[src/hdl/bvll_pkg.sv]
// bvll_pkg: shared constants, codes and types of the foreign-device link
`default_nettype none

package bvll_pkg;

  // field widths
  localparam int unsigned CMD_W    = 2;
  localparam int unsigned LEN_W    = 16;
  localparam int unsigned HEAD_W   = 32;
  localparam int unsigned TAIL_W   = 48;
  localparam int unsigned KIND_W   = 2;
  localparam int unsigned ACT_W    = 3;
  localparam int unsigned FN_W     = 8;
  localparam int unsigned OFS_W    = 4;
  localparam int unsigned CFG_IDX_W  = 2;
  localparam int unsigned CFG_DATA_W = 32;
  localparam int unsigned IP_W     = 32;
  localparam int unsigned PORT_W   = 16;
  localparam int unsigned COUNT_W  = 26;

  // timer scale
  localparam logic [9:0] TICKS_PER_SECOND = 10'd1000;

  // commands
  localparam logic [CMD_W-1:0] CMD_RX       = 2'd0;
  localparam logic [CMD_W-1:0] CMD_TX       = 2'd1;
  localparam logic [CMD_W-1:0] CMD_REGISTER = 2'd2;
  localparam logic [CMD_W-1:0] CMD_TICK     = 2'd3;

  // destination kinds
  localparam logic [KIND_W-1:0] DEST_LOCAL = 2'd0;
  localparam logic [KIND_W-1:0] DEST_BCAST = 2'd1;

  // result actions
  localparam logic [ACT_W-1:0] ACT_NONE     = 3'd0;
  localparam logic [ACT_W-1:0] ACT_DELIVER  = 3'd1;
  localparam logic [ACT_W-1:0] ACT_SEND     = 3'd2;
  localparam logic [ACT_W-1:0] ACT_SEND_REG = 3'd3;
  localparam logic [ACT_W-1:0] ACT_ADDR_ERR = 3'd4;

  // bvlc header codes
  localparam logic [7:0] BVLC_TYPE       = 8'h81;
  localparam logic [FN_W-1:0] FN_RESULT       = 8'h00;
  localparam logic [FN_W-1:0] FN_FORWARDED    = 8'h04;
  localparam logic [FN_W-1:0] FN_REGISTER     = 8'h05;
  localparam logic [FN_W-1:0] FN_DIST_BCAST   = 8'h09;
  localparam logic [FN_W-1:0] FN_ORIG_UNICAST = 8'h0A;
  localparam logic [FN_W-1:0] FN_ORIG_BCAST   = 8'h0B;
  localparam logic [15:0] RESULT_ACK = 16'h0000;
  localparam logic [15:0] RESULT_NAK = 16'h0030;

  // header lengths
  localparam logic [LEN_W-1:0] HDR_LEN     = 16'd4;
  localparam logic [LEN_W-1:0] FWD_HDR_LEN = 16'd10;
  localparam logic [LEN_W-1:0] REG_LEN     = 16'd6;
  localparam logic [OFS_W-1:0] OFS_ORIG    = 4'd4;
  localparam logic [OFS_W-1:0] OFS_FWD     = 4'd10;

  // configuration register indexes
  localparam logic [CFG_IDX_W-1:0] CFG_BBMD_IP   = 2'd0;
  localparam logic [CFG_IDX_W-1:0] CFG_BBMD_PORT = 2'd1;
  localparam logic [CFG_IDX_W-1:0] CFG_TTL       = 2'd2;

  typedef struct packed {
    logic [CMD_W-1:0]  command;
    logic [LEN_W-1:0]  rx_len;
    logic [HEAD_W-1:0] rx_head;
    logic [TAIL_W-1:0] rx_tail;
    logic [KIND_W-1:0] dest_kind;
    logic [LEN_W-1:0]  tx_payload_len;
  } bvll_item_t;

  typedef struct packed {
    logic [ACT_W-1:0]  action;
    logic [FN_W-1:0]   bvlc_function;
    logic [LEN_W-1:0]  frame_length;
    logic [LEN_W-1:0]  ttl_out;
    logic [OFS_W-1:0]  payload_offset;
    logic [LEN_W-1:0]  payload_length;
    logic              has_source;
    logic [TAIL_W-1:0] source_addr;
    logic              registered;
  } bvll_result_t;

  // timer settings handed to the engine
  typedef struct packed {
    logic [LEN_W-1:0]   ttl;
    logic [COUNT_W-1:0] interval;
  } bvll_timer_cfg_t;

endpackage

`default_nettype wire

[src/hdl/bvll_in_if.sv]
// bvll_in_if: input item channel
`default_nettype none

interface bvll_in_if import bvll_pkg::*; ();
  logic                valid;
  logic                ready;
  logic [CMD_W-1:0]    command;
  logic [LEN_W-1:0]    rx_len;
  logic [HEAD_W-1:0]   rx_head;
  logic [TAIL_W-1:0]   rx_tail;
  logic [KIND_W-1:0]   dest_kind;
  logic [LEN_W-1:0]    tx_payload_len;

  modport source (output valid, command, rx_len, rx_head, rx_tail, dest_kind,
                  tx_payload_len, input ready);
  modport sink (input valid, command, rx_len, rx_head, rx_tail, dest_kind,
                tx_payload_len, output ready);
endinterface

`default_nettype wire

[src/hdl/bvll_out_if.sv]
// bvll_out_if: result item channel
`default_nettype none

interface bvll_out_if import bvll_pkg::*; ();
  logic                valid;
  logic                ready;
  logic [ACT_W-1:0]    action;
  logic [FN_W-1:0]     bvlc_function;
  logic [LEN_W-1:0]    frame_length;
  logic [LEN_W-1:0]    ttl_out;
  logic [OFS_W-1:0]    payload_offset;
  logic [LEN_W-1:0]    payload_length;
  logic                has_source;
  logic [TAIL_W-1:0]   source_addr;
  logic                registered;

  modport source (output valid, action, bvlc_function, frame_length, ttl_out,
                  payload_offset, payload_length, has_source, source_addr,
                  registered, input ready);
  modport sink (input valid, action, bvlc_function, frame_length, ttl_out,
                payload_offset, payload_length, has_source, source_addr,
                registered, output ready);
endinterface

`default_nettype wire

[src/hdl/bvll_cfg_if.sv]
// bvll_cfg_if: configuration write channel
`default_nettype none

interface bvll_cfg_if import bvll_pkg::*; ();
  logic                  valid;
  logic                  ready;
  logic [CFG_IDX_W-1:0]  index;
  logic [CFG_DATA_W-1:0] data;

  modport source (output valid, index, data, input ready);
  modport sink (input valid, index, data, output ready);
endinterface

`default_nettype wire

[src/hdl/bvll_engine.sv]
// bvll_engine: registration state, timer and per-item header decisions
`default_nettype none

module bvll_engine import bvll_pkg::*; (
  input  wire logic            clk,
  input  wire logic            rst,
  input  wire logic            accept,
  input  wire bvll_item_t      item,
  input  wire bvll_timer_cfg_t tcfg,
  output bvll_result_t         result
);

  logic               is_registered;
  logic               is_registered_next;
  logic               timer_running;
  logic               timer_running_next;
  logic [COUNT_W-1:0] ms_countdown;
  logic [COUNT_W-1:0] ms_countdown_next;

  logic [7:0]        rx_type;
  logic [FN_W-1:0]   rx_fn;
  logic [LEN_W-1:0]  rx_mlen;
  logic [15:0]       rx_code;
  logic              hdr_ok;

  // header fields of a received frame
  assign rx_type = item.rx_head[31:24];
  assign rx_fn   = item.rx_head[23:16];
  assign rx_mlen = item.rx_head[15:0];
  assign rx_code = item.rx_tail[47:32];
  assign hdr_ok  = (item.rx_len >= HDR_LEN) && (rx_type == BVLC_TYPE) &&
                   (rx_mlen == item.rx_len);

  // item decode and next state
  always_comb begin
    result             = '0;
    is_registered_next = is_registered;
    timer_running_next = timer_running;
    ms_countdown_next  = ms_countdown;
    unique case (item.command)
      CMD_RX: begin
        if (hdr_ok) begin
          case (rx_fn) inside
            FN_RESULT: begin
              if (rx_code == RESULT_ACK) begin
                is_registered_next = 1'b1;
              end else if (rx_code == RESULT_NAK) begin
                is_registered_next = 1'b0;
                timer_running_next = 1'b0;
              end
            end
            FN_FORWARDED: begin
              if (rx_mlen >= FWD_HDR_LEN) begin
                result.action         = ACT_DELIVER;
                result.bvlc_function  = rx_fn;
                result.frame_length   = rx_mlen;
                result.payload_offset = OFS_FWD;
                result.payload_length = rx_mlen - FWD_HDR_LEN;
                result.has_source     = 1'b1;
                result.source_addr    = item.rx_tail;
              end
            end
            FN_ORIG_UNICAST, FN_ORIG_BCAST: begin
              result.action         = ACT_DELIVER;
              result.bvlc_function  = rx_fn;
              result.frame_length   = rx_mlen;
              result.payload_offset = OFS_ORIG;
              result.payload_length = rx_mlen - HDR_LEN;
            end
            default: begin
            end
          endcase
        end
      end
      CMD_TX: begin
        if (is_registered) begin
          if (item.dest_kind == DEST_LOCAL || item.dest_kind == DEST_BCAST) begin
            result.action        = ACT_SEND;
            result.bvlc_function = (item.dest_kind == DEST_LOCAL) ? FN_ORIG_UNICAST
                                                                  : FN_DIST_BCAST;
            result.frame_length  = item.tx_payload_len + HDR_LEN;
          end else begin
            result.action = ACT_ADDR_ERR;
          end
        end
      end
      CMD_REGISTER: begin
        is_registered_next   = 1'b0;
        timer_running_next   = 1'b1;
        ms_countdown_next    = tcfg.interval;
        result.action        = ACT_SEND_REG;
        result.bvlc_function = FN_REGISTER;
        result.frame_length  = REG_LEN;
        result.ttl_out       = tcfg.ttl;
      end
      CMD_TICK: begin
        if (timer_running) begin
          if (ms_countdown <= COUNT_W'(1)) begin
            ms_countdown_next    = tcfg.interval;
            result.action        = ACT_SEND_REG;
            result.bvlc_function = FN_REGISTER;
            result.frame_length  = REG_LEN;
            result.ttl_out       = tcfg.ttl;
          end else begin
            ms_countdown_next = ms_countdown - COUNT_W'(1);
          end
        end
      end
      default: begin
      end
    endcase
    result.registered = is_registered_next;
  end

  // state moves only on an accepted beat
  always_ff @(posedge clk) begin
    if (rst) begin
      is_registered <= 1'b0;
      timer_running <= 1'b0;
      ms_countdown  <= '0;
    end else if (accept) begin
      is_registered <= is_registered_next;
      timer_running <= timer_running_next;
      ms_countdown  <= ms_countdown_next;
    end
  end

endmodule

`default_nettype wire

[src/hdl/bvll_out_buf.sv]
// bvll_out_buf: output register with a skid stage behind it
`default_nettype none

module bvll_out_buf import bvll_pkg::*; (
  input  wire logic         clk,
  input  wire logic         rst,
  input  wire logic         push,
  input  wire bvll_result_t push_data,
  output logic              space,
  output logic              out_valid,
  input  wire logic         out_ready,
  output bvll_result_t      out_data
);

  logic         skid_valid;
  bvll_result_t skid_data;
  logic         pop;

  assign pop   = out_valid && out_ready;
  assign space = !skid_valid;

  // control: the skid fills only when the output register is held
  always_ff @(posedge clk) begin
    if (rst) begin
      out_valid  <= 1'b0;
      skid_valid <= 1'b0;
    end else if (skid_valid) begin
      if (pop) begin
        skid_valid <= 1'b0;
      end
    end else if (!out_valid || pop) begin
      out_valid <= push;
    end else if (push) begin
      skid_valid <= 1'b1;
    end
  end

  // payload
  always_ff @(posedge clk) begin
    if (skid_valid) begin
      if (pop) begin
        out_data <= skid_data;
      end
    end else if (!out_valid || pop) begin
      out_data <= push_data;
    end else if (push) begin
      skid_data <= push_data;
    end
  end

endmodule

`default_nettype wire

[src/hdl/bvll_foreign_device_link.sv]
// bvll_foreign_device_link: top level of the bvll foreign-device link layer
//
//   channel   dir   handshake        carries
//   in_ch     in    valid / ready    command, rx_len, rx_head, rx_tail, dest_kind,
//                                    tx_payload_len
//   out_ch    out   valid / ready    action, function, lengths, ttl, source, registered
//   cfg_ch    in    valid / ready    register index, write data (always ready)
//
// one item per cycle while the output buffer has space; each result is registered
// by one pass of decode logic into the output register, or into the skid stage
// a two-entry output buffer keeps input ready high until its skid stage fills
// the ttl interval product is formed when the ttl register is written
// synchronous reset clears registration, timer and all configuration registers
`default_nettype none

module bvll_foreign_device_link import bvll_pkg::*; (
  input wire logic  clk,
  input wire logic  rst,
  bvll_in_if.sink   in_ch,
  bvll_out_if.source out_ch,
  bvll_cfg_if.sink  cfg_ch
);

  logic [IP_W-1:0]    bbmd_ip;
  logic [PORT_W-1:0]  bbmd_port;
  bvll_timer_cfg_t    tcfg;
  logic               cfg_wr;
  logic               in_accept;
  logic               space;
  bvll_item_t         item;
  bvll_result_t       result;
  bvll_result_t       out_data;

  // configuration registers
  assign cfg_ch.ready = 1'b1;
  assign cfg_wr       = cfg_ch.valid;

  always_ff @(posedge clk) begin
    if (rst) begin
      bbmd_ip       <= '0;
      bbmd_port     <= '0;
      tcfg.ttl      <= '0;
      tcfg.interval <= '0;
    end else if (cfg_wr) begin
      unique case (cfg_ch.index)
        CFG_BBMD_IP:   bbmd_ip <= cfg_ch.data;
        CFG_BBMD_PORT: bbmd_port <= cfg_ch.data[PORT_W-1:0];
        CFG_TTL: begin
          tcfg.ttl      <= cfg_ch.data[LEN_W-1:0];
          tcfg.interval <= COUNT_W'(cfg_ch.data[LEN_W-1:0] * TICKS_PER_SECOND);
        end
        default: begin
        end
      endcase
    end
  end

  // input beat
  assign in_ch.ready = space;
  assign in_accept   = in_ch.valid && space;

  assign item.command        = in_ch.command;
  assign item.rx_len         = in_ch.rx_len;
  assign item.rx_head        = in_ch.rx_head;
  assign item.rx_tail        = in_ch.rx_tail;
  assign item.dest_kind      = in_ch.dest_kind;
  assign item.tx_payload_len = in_ch.tx_payload_len;

  bvll_engine u_engine (
    .clk    (clk),
    .rst    (rst),
    .accept (in_accept),
    .item   (item),
    .tcfg   (tcfg),
    .result (result)
  );

  bvll_out_buf u_out_buf (
    .clk       (clk),
    .rst       (rst),
    .push      (in_accept),
    .push_data (result),
    .space     (space),
    .out_valid (out_ch.valid),
    .out_ready (out_ch.ready),
    .out_data  (out_data)
  );

  // result beat
  assign out_ch.action         = out_data.action;
  assign out_ch.bvlc_function  = out_data.bvlc_function;
  assign out_ch.frame_length   = out_data.frame_length;
  assign out_ch.ttl_out        = out_data.ttl_out;
  assign out_ch.payload_offset = out_data.payload_offset;
  assign out_ch.payload_length = out_data.payload_length;
  assign out_ch.has_source     = out_data.has_source;
  assign out_ch.source_addr    = out_data.source_addr;
  assign out_ch.registered     = out_data.registered;

endmodule

`default_nettype wire

[src/flat_wrapper.sv]
// flat-port wrapper written by rule: the top's interface ports become plain ports
module bvll_foreign_device_link_flat import bvll_pkg::*;
  (clk, rst, in_ch_valid, in_ch_command, in_ch_rx_len, in_ch_rx_head, in_ch_rx_tail, in_ch_dest_kind, in_ch_tx_payload_len, in_ch_ready, out_ch_valid, out_ch_action, out_ch_bvlc_function, out_ch_frame_length, out_ch_ttl_out, out_ch_payload_offset, out_ch_payload_length, out_ch_has_source, out_ch_source_addr, out_ch_registered, out_ch_ready, cfg_ch_valid, cfg_ch_index, cfg_ch_data, cfg_ch_ready);
  bvll_in_if in_ch_i ();
  bvll_out_if out_ch_i ();
  bvll_cfg_if cfg_ch_i ();
  input wire logic clk;
  input wire logic rst;
  input wire logic [$bits(in_ch_i.valid)-1:0] in_ch_valid;
  input wire logic [$bits(in_ch_i.command)-1:0] in_ch_command;
  input wire logic [$bits(in_ch_i.rx_len)-1:0] in_ch_rx_len;
  input wire logic [$bits(in_ch_i.rx_head)-1:0] in_ch_rx_head;
  input wire logic [$bits(in_ch_i.rx_tail)-1:0] in_ch_rx_tail;
  input wire logic [$bits(in_ch_i.dest_kind)-1:0] in_ch_dest_kind;
  input wire logic [$bits(in_ch_i.tx_payload_len)-1:0] in_ch_tx_payload_len;
  output wire logic [$bits(in_ch_i.ready)-1:0] in_ch_ready;
  output wire logic [$bits(out_ch_i.valid)-1:0] out_ch_valid;
  output wire logic [$bits(out_ch_i.action)-1:0] out_ch_action;
  output wire logic [$bits(out_ch_i.bvlc_function)-1:0] out_ch_bvlc_function;
  output wire logic [$bits(out_ch_i.frame_length)-1:0] out_ch_frame_length;
  output wire logic [$bits(out_ch_i.ttl_out)-1:0] out_ch_ttl_out;
  output wire logic [$bits(out_ch_i.payload_offset)-1:0] out_ch_payload_offset;
  output wire logic [$bits(out_ch_i.payload_length)-1:0] out_ch_payload_length;
  output wire logic [$bits(out_ch_i.has_source)-1:0] out_ch_has_source;
  output wire logic [$bits(out_ch_i.source_addr)-1:0] out_ch_source_addr;
  output wire logic [$bits(out_ch_i.registered)-1:0] out_ch_registered;
  input wire logic [$bits(out_ch_i.ready)-1:0] out_ch_ready;
  input wire logic [$bits(cfg_ch_i.valid)-1:0] cfg_ch_valid;
  input wire logic [$bits(cfg_ch_i.index)-1:0] cfg_ch_index;
  input wire logic [$bits(cfg_ch_i.data)-1:0] cfg_ch_data;
  output wire logic [$bits(cfg_ch_i.ready)-1:0] cfg_ch_ready;
  assign in_ch_i.valid = in_ch_valid;
  assign in_ch_i.command = in_ch_command;
  assign in_ch_i.rx_len = in_ch_rx_len;
  assign in_ch_i.rx_head = in_ch_rx_head;
  assign in_ch_i.rx_tail = in_ch_rx_tail;
  assign in_ch_i.dest_kind = in_ch_dest_kind;
  assign in_ch_i.tx_payload_len = in_ch_tx_payload_len;
  assign in_ch_ready = in_ch_i.ready;
  assign out_ch_valid = out_ch_i.valid;
  assign out_ch_action = out_ch_i.action;
  assign out_ch_bvlc_function = out_ch_i.bvlc_function;
  assign out_ch_frame_length = out_ch_i.frame_length;
  assign out_ch_ttl_out = out_ch_i.ttl_out;
  assign out_ch_payload_offset = out_ch_i.payload_offset;
  assign out_ch_payload_length = out_ch_i.payload_length;
  assign out_ch_has_source = out_ch_i.has_source;
  assign out_ch_source_addr = out_ch_i.source_addr;
  assign out_ch_registered = out_ch_i.registered;
  assign out_ch_i.ready = out_ch_ready;
  assign cfg_ch_i.valid = cfg_ch_valid;
  assign cfg_ch_i.index = cfg_ch_index;
  assign cfg_ch_i.data = cfg_ch_data;
  assign cfg_ch_ready = cfg_ch_i.ready;
  bvll_foreign_device_link u_core (.clk(clk), .rst(rst), .in_ch(in_ch_i), .out_ch(out_ch_i), .cfg_ch(cfg_ch_i));
endmodule
[config.mk]
export PLATFORM = sky130hd
export DESIGN_NAME = bvll_foreign_device_link_flat
export DESIGN_NICKNAME = d
export VERILOG_FILES = /design/src/hdl/bvll_pkg.sv /design/src/hdl/bvll_in_if.sv /design/src/hdl/bvll_out_if.sv /design/src/hdl/bvll_cfg_if.sv /design/src/hdl/bvll_engine.sv /design/src/hdl/bvll_out_buf.sv /design/src/hdl/bvll_foreign_device_link.sv /design/src/flat_wrapper.sv
export SDC_FILE = /design/constraint.sdc
export NUM_CORES = 1
export LEC_CHECK = 0
export ABC_AREA = 1
export BUFFER_PORTS_ARGS = -buffer_cell sky130_fd_sc_hd__buf_2
export CORE_MARGIN = 2
export CORE_UTILIZATION = 56
export DETAILED_ROUTE_END_ITERATION = 12
export PLACE_DENSITY = 0.79
export REMOVE_ABC_BUFFERS = 1
export SETUP_SLACK_MARGIN = 0.4
export SYNTH_ARGS = -nofsm -noshare
export SYNTH_HDL_FRONTEND = slang
export SYNTH_SLANG_ARGS = --single-unit
[constraint.sdc]
create_clock -name clk -period 7.6 [get_ports clk]
set_clock_uncertainty 0.15 [all_clocks]
set_input_delay 0.76 -clock clk [delete_from_list [all_inputs] [get_ports clk]]
set_output_delay 0.76 -clock clk [all_outputs]
set_load 0.05 [all_outputs]
==> results of run 1 <==
-- placed cells by master (no fill, tap or decap), types with 5 or more instances in the layout --
cell type,synthesis,final
xnor2_1,8,8
nand3_1,132,132
inv_1,293,293
a21oi_1,100,99
inv_2,15,15
dfxtp_1,67,66
clkbuf_8,0,6
o21ai_0,87,87
buf_4,9,16
nor2_1,214,210
nand3_2,8,8
nor3_1,101,100
edfxtp_1,220,220
ha_1,62,62
clkbuf_1,60,6
buf_2,18,252
nor2_4,2,5
a31oi_1,18,18
diode_2,0,6
xor2_1,33,33
nand4_1,38,38
nor3_2,12,13
clkbuf_16,0,31
fa_1,53,53
nand2_1,489,488
conb_1,2,6
o21ai_1,69,69
nor2_2,4,5
-- logic make-up (layout without fill, tap and decap cells) --
kind of cell,Yosys count,after routing,share of synthesized area [%]
AND/OR/NAND/NOR,1009,1009,24.6
other,2,12,0.0424
AO/OA/AOI/OAI,291,291,8.60
XOR/XNOR,41,41,2.03
buffers and inverters,411,631,9.47
adder cells (fa/ha/maj),115,115,10.4
flip-flops,287,287,44.9
-- worst paths after layout --
check	from	to	cells past startpoint
max	in_ch_rx_head[2]	u_core.u_out_buf.skid_data[39]	11
min	u_core.tcfg[12]	u_core.u_engine.ms_countdown[12]	2
max reg2reg	u_core.u_engine.ms_countdown[0]	u_core.u_engine.ms_countdown[8]	10
min reg2reg	u_core.tcfg[12]	u_core.u_engine.ms_countdown[12]	2
-- critical path, delay by kind of cell --
kind	cells	cell delay (ns)
fa+ha+maj	1	0.27
compound gates	1	0.19
buf+inv	4	2.07
simple gates	5	1.17
-- layer usage --
layer	wire, um	vias to the layer above	part of all wire (%)
met5	11	-	0.024
met4	1350	2	2.9
met3	3730	104	8.1
met2	21900	710	47
met1	19300	7244	42
li1	-	7466	-
-- registers in the layout, summed over array words and instances (netlist names) --
register                       count
u_core.u_out_buf.out_data        110
u_core.u_out_buf.skid_data       110
u_core.tcfg                       37
u_core.u_engine.ms_countdown      26
u_core.u_engine.is_registered      1
u_core.u_engine.timer_running      1
u_core.u_out_buf.out_valid         1
u_core.u_out_buf.skid_valid        1
-- through the flow --
stage / cells / setup slack (ns) / total power [W] / util, %
finish: 2788 / 3.19 / 0.00483 / 64.4
global route: 2788 / 2.93 / 0.00512 / 64.4
CTS: 2782 / 3.29 / 0.00484 / 64.3
detailed placement: 2727 / 2.66 / 0.00338 / 61.1
global placement: 2727 / 2.69 / 0.00334 / 61.1
floorplan: 2057 / -0.843 / 0.00299 / -
-- power by group --
| part | internal (W) | total [W] | switching, W |
|---|---|---|---|
| Sequential | 0.00176 | 0.00179 | 0.0000337 |
| Combinational | 0.000514 | 0.00156 | 0.00105 |
| Clock | 0.000854 | 0.00148 | 0.000624 |
-- layout make-up --
type / instances / area share (%)
inverter: 308 / 5.73
multi-input combinational: 1462 / 40.4
sequential: 287 / 39.4
antenna: 6 / 0.0745
timing repair buffer: 268 / 6.85
clock buffer: 47 / 4.47
clock inverter: 8 / 0.528
tap: 402 / 2.50
==> metrics.csv, run 1 <==
stage,metric,value,unit
sta,min Tclk post-route,4.41,ns
logic_synthesis,Mapped Avg Cell Area,8.22,sq um
logic_synthesis,"Seq/Total Area, Yosys",44.9,%
sta,Peak Freq,227,MHz
clock_tree,Root Driver,clkbuf_16,
logic_synthesis,count of unique library cells instantiated by Yosys,42,
final_layout,# fillers,2638,
logic_synthesis,"EDFF count, synth",220,
clock_tree,clk slew on worst S/H paths,0.06,ns
global_routing,Top Usage Layer GRT,met2,
setup_path,crit-path max FO,50,
global_routing,global routing usage on met2,46.0,%
sta,WHS,0.307,ns
floorplan,# rows,65,
sta,Max-slew headroom,21.4,%
clock_tree,CTS sink count,287,
clock_tree,Post-CTS Setup Inserts,0,
run_status,status,completed,
sta,RSZ-0062 raised after global routing,no,
setup_path,Startpoint Class,input pin,
pwr,Power Dens Cells,240,nW/um^2
routing,routed wire length,46200,um
final_layout,Area Overhead vs Synth,13.8,%
floorplan,Core Area,31300,sq um
global_routing,met1 usage,36.4,%
placement,GPL Wtd Cong,0.956,
pwr,leak pwr,9.41,nW
routing,DRC,0,
logic_synthesis,"Top FF cell, synth",edfxtp_1,
clock_tree,H-tree depth,1,
floorplan,Die Span Y,182,um
floorplan,Initial Util,56.6,%
placement,Port-buffer cells,252,
logic_synthesis,top cell type's share of synthesized area,37.3,%
placement,Detail Placement HPWL,32400,um
setup_path,crit path capture type,register,
routing,post-route ant nets,0,
global_routing,initial antenna violation count,7,
pwr,peak supply drop,0.000219,V
logic_synthesis,"top cells by count, synth","nand2_1 (489), inv_1 (293), edfxtp_1 (220)",
logic_synthesis,synth warn,0,
sta,# setup viols final,0,
setup_path,FF-to-FF setup slack,4.68,ns
routing,Initial DRC Count,1456,
global_routing,largest net degree at the start of global routing,94,
global_routing,global-route wire length before repair,73900,um
setup_path,WP data arrival,4.54,ns
floorplan,die footprint,33100,sq um
routing,vias post-DR,15500,
final_layout,Reg area,7950,sq um
job,Max Cap Viol,0,
logic_synthesis,post-synth top area cell,edfxtp_1,
final_layout,# nets final,2627,
final_layout,Multi-input gate area,8150,sq um
sta,fin crit share,58.1,%
logic_synthesis,top-count cell post-synth,nand2_1,
routing,first-pass detailed-route iteration total,6,
clock_tree,CTS buffer count,30,
routing,wire per inst,16.6,um
clock_tree,cts hold-fix bufs,0,
clock_tree,CTS tree,built,
setup_path,WS Path Type,in2reg,
min_path,HP Class,reg2reg,
final_layout,share of cells above drive strength 1,15.6,%
logic_synthesis,Yosys reg bits,287,
sta,Worst Tran Pin Value,1.17,ns
logic_synthesis,Syn Inst Count,2156,
logic_synthesis,top area cells in the synthesized netlist,"edfxtp_1 (37%), nand2_1 (10%), dfxtp_1 (7.6%)",
floorplan,die width,182,um
clock_tree,Post-CTS Resized,0,
global_routing,final global-route overflow total,0,
final_layout,fin area,20200,sq um
setup_path,slowest CP cell,inv_2,
global_routing,Total GRT Usage,27.4,%
setup_path,crit-path max cell delay,0.95,ns
clock_tree,clock buffer depth,3,
sta,Fin. Hold Viols,0,
clock_tree,Clock Latency Late Sink,0.58,ns
setup_path,CP Data Required Time,7.73,ns
routing,vias per inst,5.57,
logic_synthesis,async set-reset flop share out of synthesis,0,%
setup_path,CP Cell Sequence,buf_2 > inv_1 > ha_1 > a21oi_1 > nand2_1 > nor2_1 > nand2_1 > inv_2 > nor2_4 > inv_2 > nor3_1,
logic_synthesis,Post-Synthesis Cell Area,17700,sq um
sta,setup TNS,0,ns
sta,Slew Limit Fails,0,
placement,placed inst area,19100,sq um
global_routing,vias in the first global route,14900,
floorplan,Top Ports,271,
global_routing,met3 Track Usage GR,3.99,%
No activity file was read; power rests on OpenSTA's default activity.
==> run 2: changes to the inputs <==
--- a/config.mk
+++ b/config.mk
@@ -8,9 +8,9 @@
 export ABC_AREA = 1
 export BUFFER_PORTS_ARGS = -buffer_cell sky130_fd_sc_hd__buf_2
 export CORE_MARGIN = 2
-export CORE_UTILIZATION = 56
+export CORE_UTILIZATION = 53
 export DETAILED_ROUTE_END_ITERATION = 12
-export PLACE_DENSITY = 0.79
+export PLACE_DENSITY = 0.78
 export REMOVE_ABC_BUFFERS = 1
 export SETUP_SLACK_MARGIN = 0.4
 export SYNTH_ARGS = -nofsm -noshare
==> constraint.sdc (replaced) <==
create_clock -name clk -period 4.05 [get_ports clk]
set_clock_uncertainty 0.15 [all_clocks]
set_input_delay 0.405 -clock clk [delete_from_list [all_inputs] [get_ports clk]]
set_output_delay 0.405 -clock clk [all_outputs]
set_load 0.05 [all_outputs]
==> metrics.csv, run 2 (same netlist as run 1, synthesis figures left out) <==
stage,metric,value,unit
pwr,switching share of power,35.6,%
setup_path,CP Data Required Time,4.37,ns
sta,Fin. Hold Viols,0,
setup_path,worst path bufs/invs,6,
routing,routed wire length,47900,um
final_layout,share of cells above drive strength 1,20.3,%
placement,Detail Placement HPWL,34200,um
global_routing,initial antenna violation count,7,
routing,vias per inst,5.39,
setup_path,crit-path max cell delay,0.52,ns
setup_path,FF-to-FF Start,u_core.u_engine.ms_countdown[6],
pwr,peak supply drop,0.000355,V
final_layout,largest registers,"u_core.u_out_buf.out_data x110, u_core.u_out_buf.skid_data x110, u_core.tcfg x37",
pwr,P_int,0.00667,W
pwr,switching power of the nets,0.00368,W
clock_tree,Clock Latency Late Sink,0.58,ns
final_layout,fin cells,2911,
final_layout,"commonest non-fill, non-tap cell in the layout",nand2_1,
final_layout,Reg area,7950,sq um
clock_tree,Root Driver,clkbuf_16,
sta,Peak Freq,272,MHz
setup_path,crit-path max FO,3,
pwr,Combinational Power Share,41.0,%
final_layout,Multi-input gate area,8460,sq um
floorplan,# rows,66,
clock_tree,CTS tree,built,
floorplan,Top Ports,271,
placement,GPL Wtd Cong,0.917,
setup_path,FF-to-FF End,u_core.u_out_buf.out_data[79],
final_layout,# nets final,2709,
sta,# setup viols final,0,
sta,Slew Limit Fails,0,
final_layout,fin util,64.8,%
setup_path,Startpoint Class,input pin,
setup_path,WP data arrival,4.00,ns
clock_tree,clock buffer depth,3,
setup_path,CP Cell Sequence,buf_6 > buf_6 > fa_1 > inv_2 > fa_1 > fa_1 > inv_1 > fa_1 > ha_4 > nand2_1 > nand2_1 > buf_4 > a21oi_2 > nand2_2 > nand3_1 > nand3_1 > nand2_1 > nand2_1 > o21ai_1 > inv_1,
global_routing,final global-route overflow total,0,
floorplan,die width,187,um
floorplan,Die Span Y,187,um
run_status,status,completed,
final_layout,"commonest non-fill, non-tap cells in the layout","nand2_1 (475), inv_1 (282), buf_2 (247)",
global_routing,vias in the first global route,15000,
floorplan,die footprint,34900,sq um
pwr,Power Dens Cells,488,nW/um^2
setup_path,FF-to-FF path depth,9,
setup_path,top cell family by delay on the critical path,adder cells,
setup_path,slowest CP cell,fa_1,
sta,fin crit share,90.8,%
setup_path,CP endpoint,u_core.tcfg[22],
routing,Initial DRC Count,1495,
final_layout,# fillers,2716,
sta,Worst Tran Pin Value,1.11,ns
routing,first-pass detailed-route iteration total,6,
floorplan,Initial Util,54.2,%
routing,post-route ant nets,0,
placement,Port-buffer cells,252,
routing,vias post-DR,15700,
pwr,Clk pwr share,26.6,%
sta,RSZ-0062 raised after global routing,yes,
setup_path,crit path capture type,register,
global_routing,largest net degree at the start of global routing,115,
pwr,Reg power frac,32.5,%
setup_path,critical path depth in cells,20,
placement,Cells after DPL,2839,
clock_tree,CTS sink count,287,
floorplan,Core Area,32700,sq um
routing,DRC,0,
setup_path,WS Path Type,in2reg,
global_routing,Total GRT Usage,26.6,%
global_routing,global-route wire length before repair,75900,um
clock_tree,CTS buffer count,31,
min_path,HP Class,in2reg,
setup_path,FF-to-FF setup slack,1.25,ns
sta,min Tclk post-route,3.68,ns
final_layout,Area Overhead vs Synth,19.7,%
setup_path,critical path launch point,cfg_ch_data[3],
job,Max Cap Viol,0,
clock_tree,H-tree depth,1,
clock_tree,clk slew on worst S/H paths,0.06,ns
sta,Max-slew headroom,26.0,%
pwr,leak pwr,9.84,nW
routing,wire per inst,16.5,um
==> run 2: changes by cell type in the layout (fill, tap and decap cells not counted), moves of 5 or more <==
cell | before | now
o21ai_1 | 69 | 75
nand2_2 | 3 | 13
buf_4 | 16 | 89
o21ai_0 | 87 | 79
nand2_1 | 488 | 475
ha_4 | 0 | 11
inv_2 | 15 | 21
a21oi_2 | 0 | 6
inv_1 | 293 | 282
a21oi_1 | 99 | 90
ha_1 | 62 | 51
buf_2 | 252 | 247
buf_6 | 0 | 10
==> run 2: layout make-up <==
type / count / area share, %
clock inverter: 14 / 0.661
tap: 442 / 2.61
sequential: 287 / 37.5
multi-input combinational: 1462 / 39.9
clock buffer: 43 / 4.01
antenna: 6 / 0.0708
timing repair buffer: 349 / 9.70
inverter: 308 / 5.54
==> run 2: per-stage QoR <==
stage | hold WS (ns) | area [sq um] | setup TNS, ns | power (W) | setup WS [ns]
final | 0.0428 | 21200 | 0 | 0.0104 | 0.371
after global routing | 0.0459 | 21200 | 0 | 0.0110 | 0.216
after CTS | 0.0277 | 20800 | 0 | 0.00965 | 0.404
after detailed placement | 0.297 | 19700 | -3.54 | 0.00688 | -0.463
after global placement | 0.296 | 19700 | -2.28 | 0.00681 | -0.302
after floorplan | 0.277 | 17200 | -1055.15 | 0.00561 | -4.39
==> run 2: worst min-delay path by stage <==
| stage | endpoint | depth (start not counted) | start | slack (ns) |
|---|---|---|---|---|
| floorplan | u_core.u_engine.ms_countdown[12] | 2 | u_core.tcfg[12] | 0.28 |
| global placement | u_core.u_engine.ms_countdown[12] | 2 | u_core.tcfg[12] | 0.30 |
| detailed placement | u_core.u_engine.ms_countdown[12] | 2 | u_core.tcfg[12] | 0.30 |
| CTS | u_core.u_out_buf.skid_data[102] | 3 | in_ch_dest_kind[0] | 0.03 |
| global route | u_core.u_out_buf.skid_data[100] | 3 | in_ch_tx_payload_len[14] | 0.05 |
| finish | u_core.u_out_buf.skid_data[102] | 3 | in_ch_dest_kind[0] | 0.04 |
==> run 2: worst register-to-register path, stage by stage (launching register included) <==
cell and delay (ns):
dfxtp_1 0.35, nor2_2 0.22, o211ai_1 0.12, nor2_1 0.14, nand3_1 0.14, o21ai_1 0.53
inv_1 0.52, nor2_1 0.30, nand2_1 0.09, nand2_1 0.09
==> run 2: power groups by stage <==
stage               sequential (W)  clock (W)  combinational (W)
floorplan                  0.00371          0            0.00189
global placement           0.00342          0            0.00339
detailed placement         0.00342          0            0.00345
CTS                        0.00336    0.00279            0.00350
global route               0.00338    0.00291            0.00468
finish                     0.00336    0.00275            0.00424
==> run 2: per-layer routing <==
metal | share of wire (%) | track usage [%]
met1 | 42 | 36.0
met2 | 48 | 44.1
met3 | 7.7 | 4.35
met4 | 2.7 | 8.36
met5 | 0.048 | 0
==> run 2: what timing repair did <==
item / 4_1_cts / 5_1_grt
hold endpoints to repair: 2 / 0
setup endpoints to repair: 9 / 14
resized for setup: 12 / 82
setup buffers: 0 / 7
hold buffers: 2 / 0
pin swaps: 0 / 28
